--- src/rtl/core/subpixel_disparity_refine_assert.svh ---
// assertion macros shared by the subpixel disparity refine rtl
// no dependencies; define NO_ASSERTIONS to compile them out
`ifndef SUBPIXEL_DISPARITY_REFINE_ASSERT_SVH
`define SUBPIXEL_DISPARITY_REFINE_ASSERT_SVH

`ifndef NO_ASSERTIONS

// checked only while out of reset
`define SDR_ASSERT(lbl, clk, rst_n, prop, msg) \
  lbl: assert property (@(posedge clk) disable iff (!rst_n) (prop)) else $error(msg);

// checked at every edge, reset included
`define SDR_ASSERT_ALWAYS(lbl, clk, prop, msg) \
  lbl: assert property (@(posedge clk) (prop)) else $error(msg);

`else

`define SDR_ASSERT(lbl, clk, rst_n, prop, msg)
`define SDR_ASSERT_ALWAYS(lbl, clk, prop, msg)

`endif

`endif

--- src/rtl/core/sdr_pkg.sv ---
// shared types for the subpixel disparity refine block
// no dependencies
package sdr_pkg;

  typedef enum logic {
    FIT_EQUIANGULAR = 1'b0,
    FIT_PARABOLA    = 1'b1
  } sdr_fit_e;

  // per-pixel control that travels beside the divider data
  typedef struct packed {
    logic valid;
    logic neg;
    logic clamped;
    logic degen;
  } sdr_tag_t;

endpackage

--- src/rtl/core/subpixel_disparity_refine.sv ---
// subpixel disparity refine, top level: front-end fit, divider, output stage
// depends on sdr_pkg, sdr_div_pipe and subpixel_disparity_refine_assert.svh
//
// usage
//   slave stream takes one pixel per beat: three matching costs around the
//   best integer disparity and that disparity. master stream returns the
//   refined disparity (8 fraction bits by default) in tdata and the flags
//   offset_clamped and degenerate in tuser.
//   cfg_we_i / cfg_wdata_i write fit_mode (0 equiangular, 1 parabola);
//   write it only while no pixel is in flight.
// pipeline
//   a pixel goes from the accepting edge to the result beat through three
//   front-end stages, one divider stage per quotient bit (FRAC_BITS + 1)
//   and the output register. throughput is one pixel per cycle while
//   the receiver does not stall, set by the divider, which retires one
//   quotient bit per stage.
// reset and stall
//   reset empties the pipeline and sets fit_mode to equiangular.
//   while the receiver stalls a held result, the whole pipeline freezes and
//   s_axis_tready_o drops; nothing is lost or repeated.
`include "subpixel_disparity_refine_assert.svh"

module subpixel_disparity_refine
  import sdr_pkg::*;
#(
  parameter int COST_BITS = 16,
  parameter int FRAC_BITS = 8,
  parameter int DISP_BITS = 12,
  localparam int IN_W   = 3 * COST_BITS + DISP_BITS,
  localparam int IN_TW  = ((IN_W + 7) / 8) * 8,
  localparam int OUT_W  = DISP_BITS + FRAC_BITS + 1,
  localparam int OUT_TW = ((OUT_W + 7) / 8) * 8
) (
  input  logic              clk_i,
  input  logic              rst_ni,
  input  logic              cfg_we_i,
  input  logic [0:0]        cfg_wdata_i,     // fit_mode
  input  logic              s_axis_tvalid_i,
  output logic              s_axis_tready_o,
  // cost_before, cost_center, cost_after, raw_disp
  input  logic [IN_TW-1:0]  s_axis_tdata_i,
  output logic              m_axis_tvalid_o,
  input  logic              m_axis_tready_i,
  output logic [OUT_TW-1:0] m_axis_tdata_o,  // refined_disp
  output logic [1:0]        m_axis_tuser_o   // offset_clamped, degenerate
);

  localparam int MAG_W = COST_BITS + 2;

  sdr_fit_e fit_mode_q;

  always_ff @(posedge clk_i or negedge rst_ni) begin
    if (!rst_ni) begin
      fit_mode_q <= FIT_EQUIANGULAR;
    end else if (cfg_we_i) begin
      fit_mode_q <= sdr_fit_e'(cfg_wdata_i[0]);
    end
  end

  logic adv;
  logic out_valid_q;

  assign adv             = !out_valid_q || m_axis_tready_i;
  assign s_axis_tready_o = adv;

  // ---------------- stage 1: differences ----------------
  logic [COST_BITS-1:0] cost_before, cost_center, cost_after;
  logic [DISP_BITS-1:0] raw_disp;

  assign cost_before = s_axis_tdata_i[COST_BITS-1:0];
  assign cost_center = s_axis_tdata_i[2*COST_BITS-1:COST_BITS];
  assign cost_after  = s_axis_tdata_i[3*COST_BITS-1:2*COST_BITS];
  assign raw_disp    = s_axis_tdata_i[IN_W-1:3*COST_BITS];

  logic signed [COST_BITS+2:0] b_x, c_x, a_x;
  logic signed [COST_BITS+2:0] num_w, d1_w, d2_w;

  assign b_x   = signed'({3'b000, cost_before});
  assign c_x   = signed'({3'b000, cost_center});
  assign a_x   = signed'({3'b000, cost_after});
  assign num_w = (fit_mode_q == FIT_PARABOLA) ? (b_x - a_x) : (a_x - b_x);
  assign d1_w  = c_x - b_x;
  assign d2_w  = a_x - c_x;

  logic                        v1_q;
  sdr_fit_e                    mode1_q;
  logic signed [COST_BITS:0]   num1_q, d1_q, d2_q;
  logic signed [COST_BITS+2:0] s1_q;
  logic [DISP_BITS-1:0]        raw1_q;

  always_ff @(posedge clk_i or negedge rst_ni) begin
    if (!rst_ni) begin
      v1_q <= 1'b0;
    end else if (adv) begin
      v1_q <= s_axis_tvalid_i;
    end
  end

  always_ff @(posedge clk_i) begin
    if (adv) begin
      mode1_q <= fit_mode_q;
      num1_q  <= num_w[COST_BITS:0];
      d1_q    <= d1_w[COST_BITS:0];
      d2_q    <= d2_w[COST_BITS:0];
      s1_q    <= b_x + a_x - (c_x <<< 1);
      raw1_q  <= raw_disp;
    end
  end

  // ---------------- stage 2: denominator ----------------
  logic [COST_BITS:0]          m1, m2, amag;
  logic signed [COST_BITS+3:0] aden, den_w;

  assign m1    = d1_q[COST_BITS] ? (~d1_q + 1'b1) : d1_q;
  assign m2    = d2_q[COST_BITS] ? (~d2_q + 1'b1) : d2_q;
  assign amag  = (m1 > m2) ? m1 : m2;
  assign aden  = signed'({2'b00, amag, 1'b0});
  // sign of center minus before, zero counts as positive
  assign den_w = (mode1_q == FIT_PARABOLA) ? signed'({s1_q, 1'b0}) :
                 (d1_q[COST_BITS] ? -aden : aden);

  logic                        v2_q;
  logic signed [COST_BITS:0]   num2_q;
  logic signed [COST_BITS+3:0] den2_q;
  logic [DISP_BITS-1:0]        raw2_q;

  always_ff @(posedge clk_i or negedge rst_ni) begin
    if (!rst_ni) begin
      v2_q <= 1'b0;
    end else if (adv) begin
      v2_q <= v1_q;
    end
  end

  always_ff @(posedge clk_i) begin
    if (adv) begin
      num2_q <= num1_q;
      den2_q <= den_w;
      raw2_q <= raw1_q;
    end
  end

  // ---------------- stage 3: magnitudes and flags ----------------
  logic [COST_BITS+3:0] mden_full;
  logic [COST_BITS:0]   mnum;
  logic [MAG_W-1:0]     mnum_x, mden;
  logic                 degen_w;
  sdr_tag_t             tag3_d, tag3_q;
  logic [MAG_W-1:0]     num3_q, den3_q;
  logic [DISP_BITS-1:0] raw3_q;

  assign mden_full = den2_q[COST_BITS+3] ? (~den2_q + 1'b1) : den2_q;
  assign mden      = mden_full[MAG_W-1:0];
  assign mnum      = num2_q[COST_BITS] ? (~num2_q + 1'b1) : num2_q;
  assign mnum_x    = {1'b0, mnum};
  assign degen_w   = (den2_q == '0);

  always_comb begin
    tag3_d.valid   = v2_q;
    tag3_d.neg     = num2_q[COST_BITS] ^ den2_q[COST_BITS+3];
    tag3_d.degen   = degen_w;
    // ratio beyond one; exactly one is not clamped
    tag3_d.clamped = !degen_w && (mnum_x > mden);
  end

  always_ff @(posedge clk_i or negedge rst_ni) begin
    if (!rst_ni) begin
      tag3_q <= '0;
    end else if (adv) begin
      tag3_q <= tag3_d;
    end
  end

  always_ff @(posedge clk_i) begin
    if (adv) begin
      num3_q <= mnum_x;
      den3_q <= mden;
      raw3_q <= raw2_q;
    end
  end

  // ---------------- divider ----------------
  sdr_tag_t             tag_dv;
  logic [FRAC_BITS:0]   quot_dv;
  logic [DISP_BITS-1:0] raw_dv;

  sdr_div_pipe #(
    .MAG_W     (MAG_W),
    .FRAC_BITS (FRAC_BITS),
    .DISP_BITS (DISP_BITS)
  ) u_div (
    .clk_i  (clk_i),
    .rst_ni (rst_ni),
    .en_i   (adv),
    .tag_i  (tag3_q),
    .num_i  (num3_q),
    .den_i  (den3_q),
    .raw_i  (raw3_q),
    .tag_o  (tag_dv),
    .quot_o (quot_dv),
    .raw_o  (raw_dv)
  );

  // ---------------- output stage ----------------
  logic [FRAC_BITS:0] off_mag;
  logic [OUT_W-1:0]   off_x, off_s, raw_scaled, refined_d, refined_q;
  logic               clamped_q, degen_q;

  always_comb begin
    priority if (tag_dv.degen) begin
      off_mag = '0;
    end else if (tag_dv.clamped) begin
      off_mag = {1'b1, {FRAC_BITS{1'b0}}};
    end else begin
      off_mag = quot_dv;
    end
  end

  assign off_x      = OUT_W'(off_mag);
  assign off_s      = tag_dv.neg ? (~off_x + 1'b1) : off_x;
  assign raw_scaled = {raw_dv[DISP_BITS-1], raw_dv, {FRAC_BITS{1'b0}}};
  assign refined_d  = raw_scaled + off_s;

  always_ff @(posedge clk_i or negedge rst_ni) begin
    if (!rst_ni) begin
      out_valid_q <= 1'b0;
    end else if (adv) begin
      out_valid_q <= tag_dv.valid;
    end
  end

  always_ff @(posedge clk_i) begin
    if (adv) begin
      refined_q <= refined_d;
      clamped_q <= tag_dv.clamped;
      degen_q   <= tag_dv.degen;
    end
  end

  assign m_axis_tvalid_o = out_valid_q;
  assign m_axis_tdata_o  = OUT_TW'(refined_q);
  assign m_axis_tuser_o  = {degen_q, clamped_q};

  // ---------------- assertions ----------------
  `SDR_ASSERT(a_flags_exclusive, clk_i, rst_ni,
    m_axis_tvalid_o |-> !(m_axis_tuser_o[0] && m_axis_tuser_o[1]),
    "clamped and degenerate both set")
  `SDR_ASSERT(a_flag_whole_offset, clk_i, rst_ni,
    (m_axis_tvalid_o && (m_axis_tuser_o[0] || m_axis_tuser_o[1])) |->
      (refined_q[FRAC_BITS-1:0] == '0),
    "flagged result carries a fraction")
  `SDR_ASSERT(a_stall_freezes_front, clk_i, rst_ni,
    !adv |=> ($stable(v1_q) && $stable(tag3_q)),
    "pipeline moved during a stall")
  // an edge seen in reset leaves the output and front-end valid bits cleared
  `SDR_ASSERT_ALWAYS(a_reset_empty, clk_i,
    !rst_ni |=> (!m_axis_tvalid_o && !v1_q && !v2_q && !tag3_q.valid),
    "pipeline not empty in reset")

endmodule

--- src/rtl/core/sdr_div_pipe.sv ---
// pipelined restoring divider, one quotient bit per stage
// depends on sdr_pkg for the control tag
module sdr_div_pipe
  import sdr_pkg::*;
#(
  parameter int MAG_W     = 18,
  parameter int FRAC_BITS = 8,
  parameter int DISP_BITS = 12
) (
  input  logic                 clk_i,
  input  logic                 rst_ni,
  input  logic                 en_i,
  input  sdr_tag_t             tag_i,
  input  logic [MAG_W-1:0]     num_i,
  input  logic [MAG_W-1:0]     den_i,
  input  logic [DISP_BITS-1:0] raw_i,
  output sdr_tag_t             tag_o,
  output logic [FRAC_BITS:0]   quot_o,
  output logic [DISP_BITS-1:0] raw_o
);

  localparam int STAGES = FRAC_BITS + 1;

  sdr_tag_t             tag_q  [STAGES];
  logic [MAG_W-1:0]     rem_q  [STAGES];
  logic [MAG_W-1:0]     rem_d  [STAGES];
  logic [MAG_W-1:0]     den_q  [STAGES];
  logic [FRAC_BITS:0]   quot_q [STAGES];
  logic [FRAC_BITS:0]   quot_d [STAGES];
  logic [DISP_BITS-1:0] raw_q  [STAGES];

  always_comb begin
    logic [MAG_W:0]     trial;
    logic [MAG_W:0]     diff;
    logic [MAG_W-1:0]   dv;
    logic [FRAC_BITS:0] qv;
    logic               ge;
    for (int i = 0; i < STAGES; i++) begin
      // first stage tests the integer bit, later ones shift in a zero
      if (i == 0) begin
        trial = {1'b0, num_i};
        dv    = den_i;
        qv    = '0;
      end else begin
        trial = {rem_q[i-1], 1'b0};
        dv    = den_q[i-1];
        qv    = quot_q[i-1];
      end
      ge        = (trial >= {1'b0, dv});
      diff      = ge ? (trial - {1'b0, dv}) : trial;
      rem_d[i]  = diff[MAG_W-1:0];
      quot_d[i] = {qv[FRAC_BITS-1:0], ge};
    end
  end

  always_ff @(posedge clk_i or negedge rst_ni) begin
    if (!rst_ni) begin
      for (int i = 0; i < STAGES; i++) begin
        tag_q[i] <= '0;
      end
    end else if (en_i) begin
      tag_q[0] <= tag_i;
      for (int i = 1; i < STAGES; i++) begin
        tag_q[i] <= tag_q[i-1];
      end
    end
  end

  always_ff @(posedge clk_i) begin
    if (en_i) begin
      den_q[0] <= den_i;
      raw_q[0] <= raw_i;
      for (int i = 1; i < STAGES; i++) begin
        den_q[i] <= den_q[i-1];
        raw_q[i] <= raw_q[i-1];
      end
      for (int i = 0; i < STAGES; i++) begin
        rem_q[i]  <= rem_d[i];
        quot_q[i] <= quot_d[i];
      end
    end
  end

  assign tag_o  = tag_q[STAGES-1];
  assign quot_o = quot_q[STAGES-1];
  assign raw_o  = raw_q[STAGES-1];

endmodule
--- config.mk ---
export PLATFORM = sky130hd
export DESIGN_NAME = subpixel_disparity_refine
export DESIGN_NICKNAME = d
export VERILOG_FILES = /design/src/rtl/core/sdr_pkg.sv /design/src/rtl/core/subpixel_disparity_refine.sv /design/src/rtl/core/sdr_div_pipe.sv
export VERILOG_INCLUDE_DIRS = /design/src /design/src/rtl/core
export SDC_FILE = /design/constraint.sdc
export NUM_CORES = 1
export LEC_CHECK = 0
export BUFFER_PORTS_ARGS = -buffer_cell sky130_fd_sc_hd__buf_2
export CAP_MARGIN = 20
export CORE_MARGIN = 2
export CORE_UTILIZATION = 40
export CTS_BUF_LIST = sky130_fd_sc_hd__clkbuf_4
export CTS_CLUSTER_SIZE = 8
export DETAILED_ROUTE_END_ITERATION = 16
export PLACE_DENSITY = 0.64
export SYNTH_ARGS = -nofsm -noshare
export SYNTH_HDL_FRONTEND = slang
export SYNTH_SLANG_ARGS = --single-unit
--- constraint.sdc ---
create_clock -name clk_i -period 22.3 [get_ports clk_i]
set_input_delay 3.345 -clock clk_i [delete_from_list [all_inputs] [get_ports clk_i]]
set_output_delay 3.345 -clock clk_i [all_outputs]
set_load 0.03 [all_outputs]
==> summary.md, run 1 <==
| Metric | Value |
|---|---|
| Max-capacitance violation count | `0` |
| Layout cell share with drive strength beyond 1 | `between 10 and 15%` |
| First-pass GRT wire length | `approximately 120 mm` |
| Hold-fix buffers at CTS | `0` |
| Most frequent cells in the layout | `624 x edfxtp_1, 340 x inv_1, 296 x nand2_1` |
| Crit Path Class | `in -> out` |
| Num CTS Buffers | `174` |
| DR DRC count | `0` |
| Crit path capture | `s_axis_tready_o` |
| Nets | `about 3,900` |
| CP Data Arrival Time | `approximately 4.7 ns` |
| Place WS | `between 10 and 15 ns` |
| I/O Buffers | `90` |
| Final slew viol count | `0` |
| Clock latency on the worst-skew pair | `a little over 1 ns` |
| Root Driver | `clkbuf_4` |
| Status | `finished clean` |
| Final period util | `35.8%` |
| Required @ worst endpoint | `between 15 and 20 ns` |
| Most common cell after layout, fill and taps aside | `edfxtp_1` |
| Routed Antenna Nets | `0` |
| Fmax achieved | `125 MHz` |
| Total global-route track usage | `15.7%` |
| Cell row count | `around 110` |
| Largest net degree at the start of global routing | `206` |
| Slew margin rel. | `30.1%` |
| Synth cell types | `87` |
| Die H | `approximately 310 µm` |
| # Post-CTS Setup Buffers | `0` |
| Sequential element share of the synthesized area | `a little over half` |
| CTS clk-pin slew, worst paths | `0.06 ns` |
| Hold Path Class | `reg -> reg` |
| Antenna violations before repair | `5` |
| Clk sink count | `668` |
| Total Die Area | `about 0.096 mm²` |
| Asr flop ratio synth | `6.59%` |
| Starting Density | `between 40 and 50%` |
| Drt initial violations | `between 1,000 and 1,500` |
| Layout area overhead | `11.0%` |
| Congestion Overflow GR | `0` |
| Worst hold path depth | `0` |
| Vias per Instance | `between 5 and 6` |
| Routed len/inst | `approximately 15 µm` |
| Worst Reg-to-Reg Cells | `20` |
| Worst clock skew | `0.0759 ns` |
| Crit path launch | `m_axis_tready_i` |
| 1st-pass router iterations | `7` |
| Synthesized area per cell | `between 10 and 15 µm²` |
| RSZ-0062 raised after global routing | `false` |
| Post-Place Cells | `approximately 4,600` |
| Worst Slack Setup Final | `around 14 ns` |
| Final setup viols | `0` |
| Resized Gates After CTS | `0` |
| Final Hold Fails | `0` |
| Final WL | `roughly 74 mm` |
| Total I/O pin count | `roughly 100` |
| RR Startpoint | `d1_q[0]` |
| Fin crit period | `around 8 ns` |
| CP Capture Type | `output pin` |
| Die Wd | `310 µm` |
| Post-Route Setup TNS | `0 ns` |
| Placer Congestion | `slightly below 0.9` |
| Clock H-tree levels | `4` |
| Number of synthesized flops with an enable pin | `roughly 620` |
| Top FF cell, synth | `edfxtp_1` |
| Flop-to-flop setup slack | `15.99 ns` |
| Vias in the first global route | `24,967` |
| Crit-path max FO | `99` |
| Clock buffer depth | `3` |
| Startpoint types | `input pin` |
| Final HPWL DP | `54.6 mm` |
| Synth warn | `0` |
| Synthesized area | `around 0.037 mm²` |
| Actual slew at the worst max-slew pin | `~1.0 ns` |
| Via count | `around 24,000` |
| Critical R2R Capture | `den2_q[17]` |
| Synth Register Bits | `between 600 and 700` |
| Synth Instances | `around 3,300` |
| Final Non-Filler Cells | `between 4,000 and 5,000` |
| TritonCTS clock tree | `yes` |
| Core ar. | `around 0.093 mm²` |
-- state kept, by name, indices dropped and copies added, names as in the netlist, 19 cells and up --
register      cells
u_div.den_q     136
refined_q        21
u_div.raw_q     108
u_div.quot_q     45
den2_q           19
u_div.rem_q     137
u_div.tag_q      32
-- metrics by stage --
| step | hold WS [ns] | area [µm²] | util [%] |
|---|---|---|---|
| 2_1_floorplan | 0.400 | 37400 | - |
| 3_3_place_gp | 0.400 | 39200 | 42.2 |
| 3_5_place_dp | 0.405 | 39200 | 42.2 |
| 4_1_cts | 0.373 | 41500 | 44.6 |
| 5_1_grt | 0.364 | 41500 | 44.6 |
| 6_report | 0.385 | 41500 | 44.6 |
-- cells by family after synthesis --
group | after synthesis | synth area share [%]
compound gates | 718 | 12.5
xor+xnor | 234 | 5.49
simple gates | 847 | 10.9
fa+ha+maj | 312 | 11.0
mux | 91 | 2.74
other cells | 1 | 0.0100
buf+inv | 420 | 4.35
flops | 668 | 53.1
-- layer usage --
metal | part of all wire, % | up-vias | global-route usage (%)
met5 | 0.018 | - | 0
met4 | 4.4 | 2 | 8.83
met3 | 4.0 | 174 | 3.50
met2 | 52 | 505 | 28.8
met1 | 40 | 11360 | 16.5
li1 | - | 12437 | -
-- cells in the mapped netlist, types with 27 or more instances --
master,instances,area (µm²)
a21o_1,68,510
a21oi_1,211,1060
a31oi_1,27,169
clkbuf_1,59,221
dfrtp_1,44,1100
edfxtp_1,624,18700
ha_1,286,3580
inv_1,340,1280
mux2_2,64,721
nand2_1,296,1110
nand2b_1,35,219
nand3_1,49,245
nor2_1,186,698
nor2b_1,42,263
nor3_1,70,350
o21a_1,46,345
o21ai_0,154,771
o31ai_1,31,233
xnor2_1,136,1190
xor2_1,98,858
-- worst min-delay path by stage --
stage | slack [ns] | end | start
after floorplan | 0.40 | num2_q[10] | num1_q[10]
after global placement | 0.40 | u_div.raw_q[0][75] | u_div.raw_q[0][63]
after detailed placement | 0.40 | u_div.quot_q[0][39] | u_div.quot_q[0][29]
after CTS | 0.37 | num2_q[1] | num1_q[1]
after global routing | 0.36 | num2_q[2] | num1_q[2]
final | 0.39 | u_div.quot_q[0][77] | u_div.quot_q[0][67]
-- cell type report --
type                    instances  area [µm²]
fillers                      8673       51400
flip-flops and latches        668       19800
multi-input cells            2205       15900
clock buffers                 257        1930
well taps                    1254        1570
inverters                     342        1290
repair buffers                107         591
clock inverters                52         310
diodes                          6        15.0
-- worst max-delay path: stages --
cell and delay, ns:
buf_2 0.11, nor2b_4 0.09, buf_4 0.42, inv_8 0.34, buf_2 0.29
Power of run 1 is not shown: default switching activity piles up to over one toggle a cycle in this logic, so the estimate is an artifact.
==> inputs of run 2 (changes only) <==
==> constraint.sdc (replaced) <==
create_clock -name clk_i -period 7.3 [get_ports clk_i]
set_input_delay 1.095 -clock clk_i [delete_from_list [all_inputs] [get_ports clk_i]]
set_output_delay 1.095 -clock clk_i [all_outputs]
set_load 0.03 [all_outputs]
==> summary.md, run 2 (synthesized netlist as in run 1, its figures left out) <==
| Metric | Value |
|---|---|
| Top cell by count, worst path | `ha_1` |
| Total Die Area | `0.0959 mm² (unchanged)` |
| Design area | `0.0416 mm² (+0.33%)` |
| Area post-placement | `0.0392 mm² (about the same)` |
| RSZ-0062 raised after global routing | `false` |
| Post-Place Cells | `4,574 (-0.044%)` |
| First-pass GRT wire length | `123 mm (+2.7%)` |
| M1 wire length | `30.2 mm (+3.0%)` |
| Clock latency on the worst-skew pair | `1.05 ns (+0.04 ns)` |
| Starting Density | `40.2% (unchanged)` |
| Biggest regs | `u_div.rem_q (137), u_div.den_q (136), u_div.raw_q (108)` |
| Clk sink count | `668 (unchanged)` |
| Largest net degree at the start of global routing | `166 (-19%)` |
| Final Non-Filler Cells | `4,907 (+0.33%)` |
| Routed len/inst | `15.4 µm (+2.3%)` |
| Final Hold Fails | `0 (unchanged)` |
| DR DRC count | `0 (unchanged)` |
| Final WL | `75.8 mm (+2.6%)` |
| Met2 WL | `39.1 mm (+2.2%)` |
| # Post-CTS Setup Buffers | `0 (unchanged)` |
| Largest register FFs | `137 (unchanged)` |
| Core ar. | `0.0929 mm² (unchanged)` |
| Post-Route Setup TNS | `0 ns (unchanged)` |
| Total I/O pin count | `98 (unchanged)` |
| CP max stage cell | `or3b_2` |
| 1st-pass router iterations | `7 (unchanged)` |
| Via count | `24,568 (+0.37%)` |
| Largest reg by FF count | `u_div.rem_q` |
| Vias in the first global route | `25,020 (+0.21%)` |
| Vias per Instance | `5.01 (about the same)` |
| Fmax achieved | `approximately 180 MHz` |
| Layout cell share with drive strength beyond 1 | `13.9% (+0.12 points)` |
| Placer Congestion | `0.939 (+5.0%)` |
| Met3 wire length | `3.10 mm (+4.8%)` |
| Most frequent cells in the layout | `624 x edfxtp_1, 340 x inv_1, 296 x nand2_1` |
| Final period util | `77.1%` |
| Cell row count | `112 (unchanged)` |
| Worst Reg-to-Reg Cells | `19 (-5.0%)` |
| TritonCTS clock tree | `yes` |
| Resized Gates After CTS | `0 (unchanged)` |
| Most common cell after layout, fill and taps aside | `edfxtp_1` |
| CP Data Arrival Time | `6.41 ns (+1.76 ns)` |
| Final slew viol count | `0 (unchanged)` |
| Hold Path Class | `in -> async` |
| Routed Antenna Nets | `0 (unchanged)` |
| Clock H-tree levels | `4 (unchanged)` |
| Final HPWL DP | `55.4 mm (+1.4%)` |
| Fin crit period | `about 5.6 ns` |
| Num CTS Buffers | `177 (+1.7%)` |
| Hold-fix buffers at CTS | `0 (unchanged)` |
| Slew margin rel. | `33.6% (+3.5 points)` |
| Layout area overhead | `11.4%` |
| Root Driver | `clkbuf_4` |
| Max layer used | `met4` |
| Antenna violations before repair | `5 (unchanged)` |
| Max-capacitance violation count | `0 (unchanged)` |
| Required @ worst endpoint | `8.08 ns (-10.87 ns)` |
| Nets | `3,882 (+0.052%)` |
| Max stage delay on crit path | `0.55 ns (+0.13 ns)` |
| CP Capture Type | `flop` |
| Die H | `310 µm (unchanged)` |
| Total global-route track usage | `16.1% (+0.43 points)` |
| Final setup viols | `0 (unchanged)` |
| Crit Path Class | `reg -> reg` |
| Drt initial violations | `1,203 (-15%)` |
| Die Wd | `310 µm (unchanged)` |
| Flop-to-flop setup slack | `1.67 ns (-14.32 ns)` |
| Clock buffer depth | `3 (unchanged)` |
| CTS clk-pin slew, worst paths | `0.08 ns (+0.02 ns)` |
| Worst clock skew | `0.0689 ns (-0.00705 ns)` |
| Status | `finished clean` |
| I/O Buffers | `90 (unchanged)` |
| Startpoint types | `flop` |
| Congestion Overflow GR | `0 (unchanged)` |
| Actual slew at the worst max-slew pin | `0.996 ns (-0.0526 ns)` |
| Crit-path max FO | `7 (-93%)` |
| Cells along the critical path | `inv_1, ha_1, or3b_2, o31ai_1, xnor2_1, ha_1, nand4_1, nor4_1, nand3b_1, a31o_2, o21ai_0, ha_1, inv_1, nand4bb_1, nor4_1, o21ai_1, o31ai_2, xor2_1, o21ai_1` |
==> run 2: cell types whose count changed in the layout (fill, tap and decap cells not counted), sizes merged <==
cell / delta
bufinv: +1
clkinv: +9
inv: +3
diode: +4
buf: -1
==> run 2: stage by stage <==
step                setup slack [ns]  hold slack, ns  util, %
detailed placement              1.58           0.405     42.2
global placement                1.64           0.401     42.2
finish                          1.67           0.120     44.8
floorplan                      0.340           0.400        -
CTS                             1.58          0.0420     44.7
global route                    1.22          0.0954     44.8
==> run 2: worst paths after layout <==
| check | start | endpoint |
|---|---|---|
| max in group asynchronous | rst_ni | u_div.tag_q[18] |
| min in group clk_i | s_axis_tdata_i[49] | raw1_q[1] |
| worst max-delay path | d1_q[0] | den2_q[17] |
| worst max register to register | d1_q[0] | den2_q[17] |
| worst min register to register | num1_q[3] | num2_q[3] |
| worst min-delay path | rst_ni | fit_mode_q |
==> run 2: area by class of cell <==
| class | count | area, µm² |
|---|---|---|
| Sequential cell | 668 | 19800 |
| Multi-Input combinational cell | 2205 | 15900 |
| Fill cell | 8695 | 51300 |
| Clock buffer | 257 | 1930 |
| Inverter | 342 | 1290 |
| Timing Repair Buffer | 106 | 628 |
| Antenna cell | 10 | 25.0 |
| Clock inverter | 65 | 399 |
| Tap cell | 1254 | 1570 |
==> run 2: per-layer routing <==
| layer | vias to the layer above | GRT usage [%] |
|---|---|---|
| li1 | 12455 | - |
| met4 | 0 | 8.55 |
| met5 | - | 0 |
| met1 | 11437 | 17.3 |
| met2 | 471 | 29.5 |
| met3 | 205 | 3.68 |
==> run 2: critical path, delay by kind of cell, from the launching register on <==
kind / cells / cell delay (ns)
simple gates: 6 / 1.91
xor+xnor: 2 / 0.34
compound gates: 6 / 1.51
flops: 1 / 0.51
fa+ha+maj: 3 / 0.89
buf+inv: 2 / 0.22
Power of run 2 is left out for the same reason.
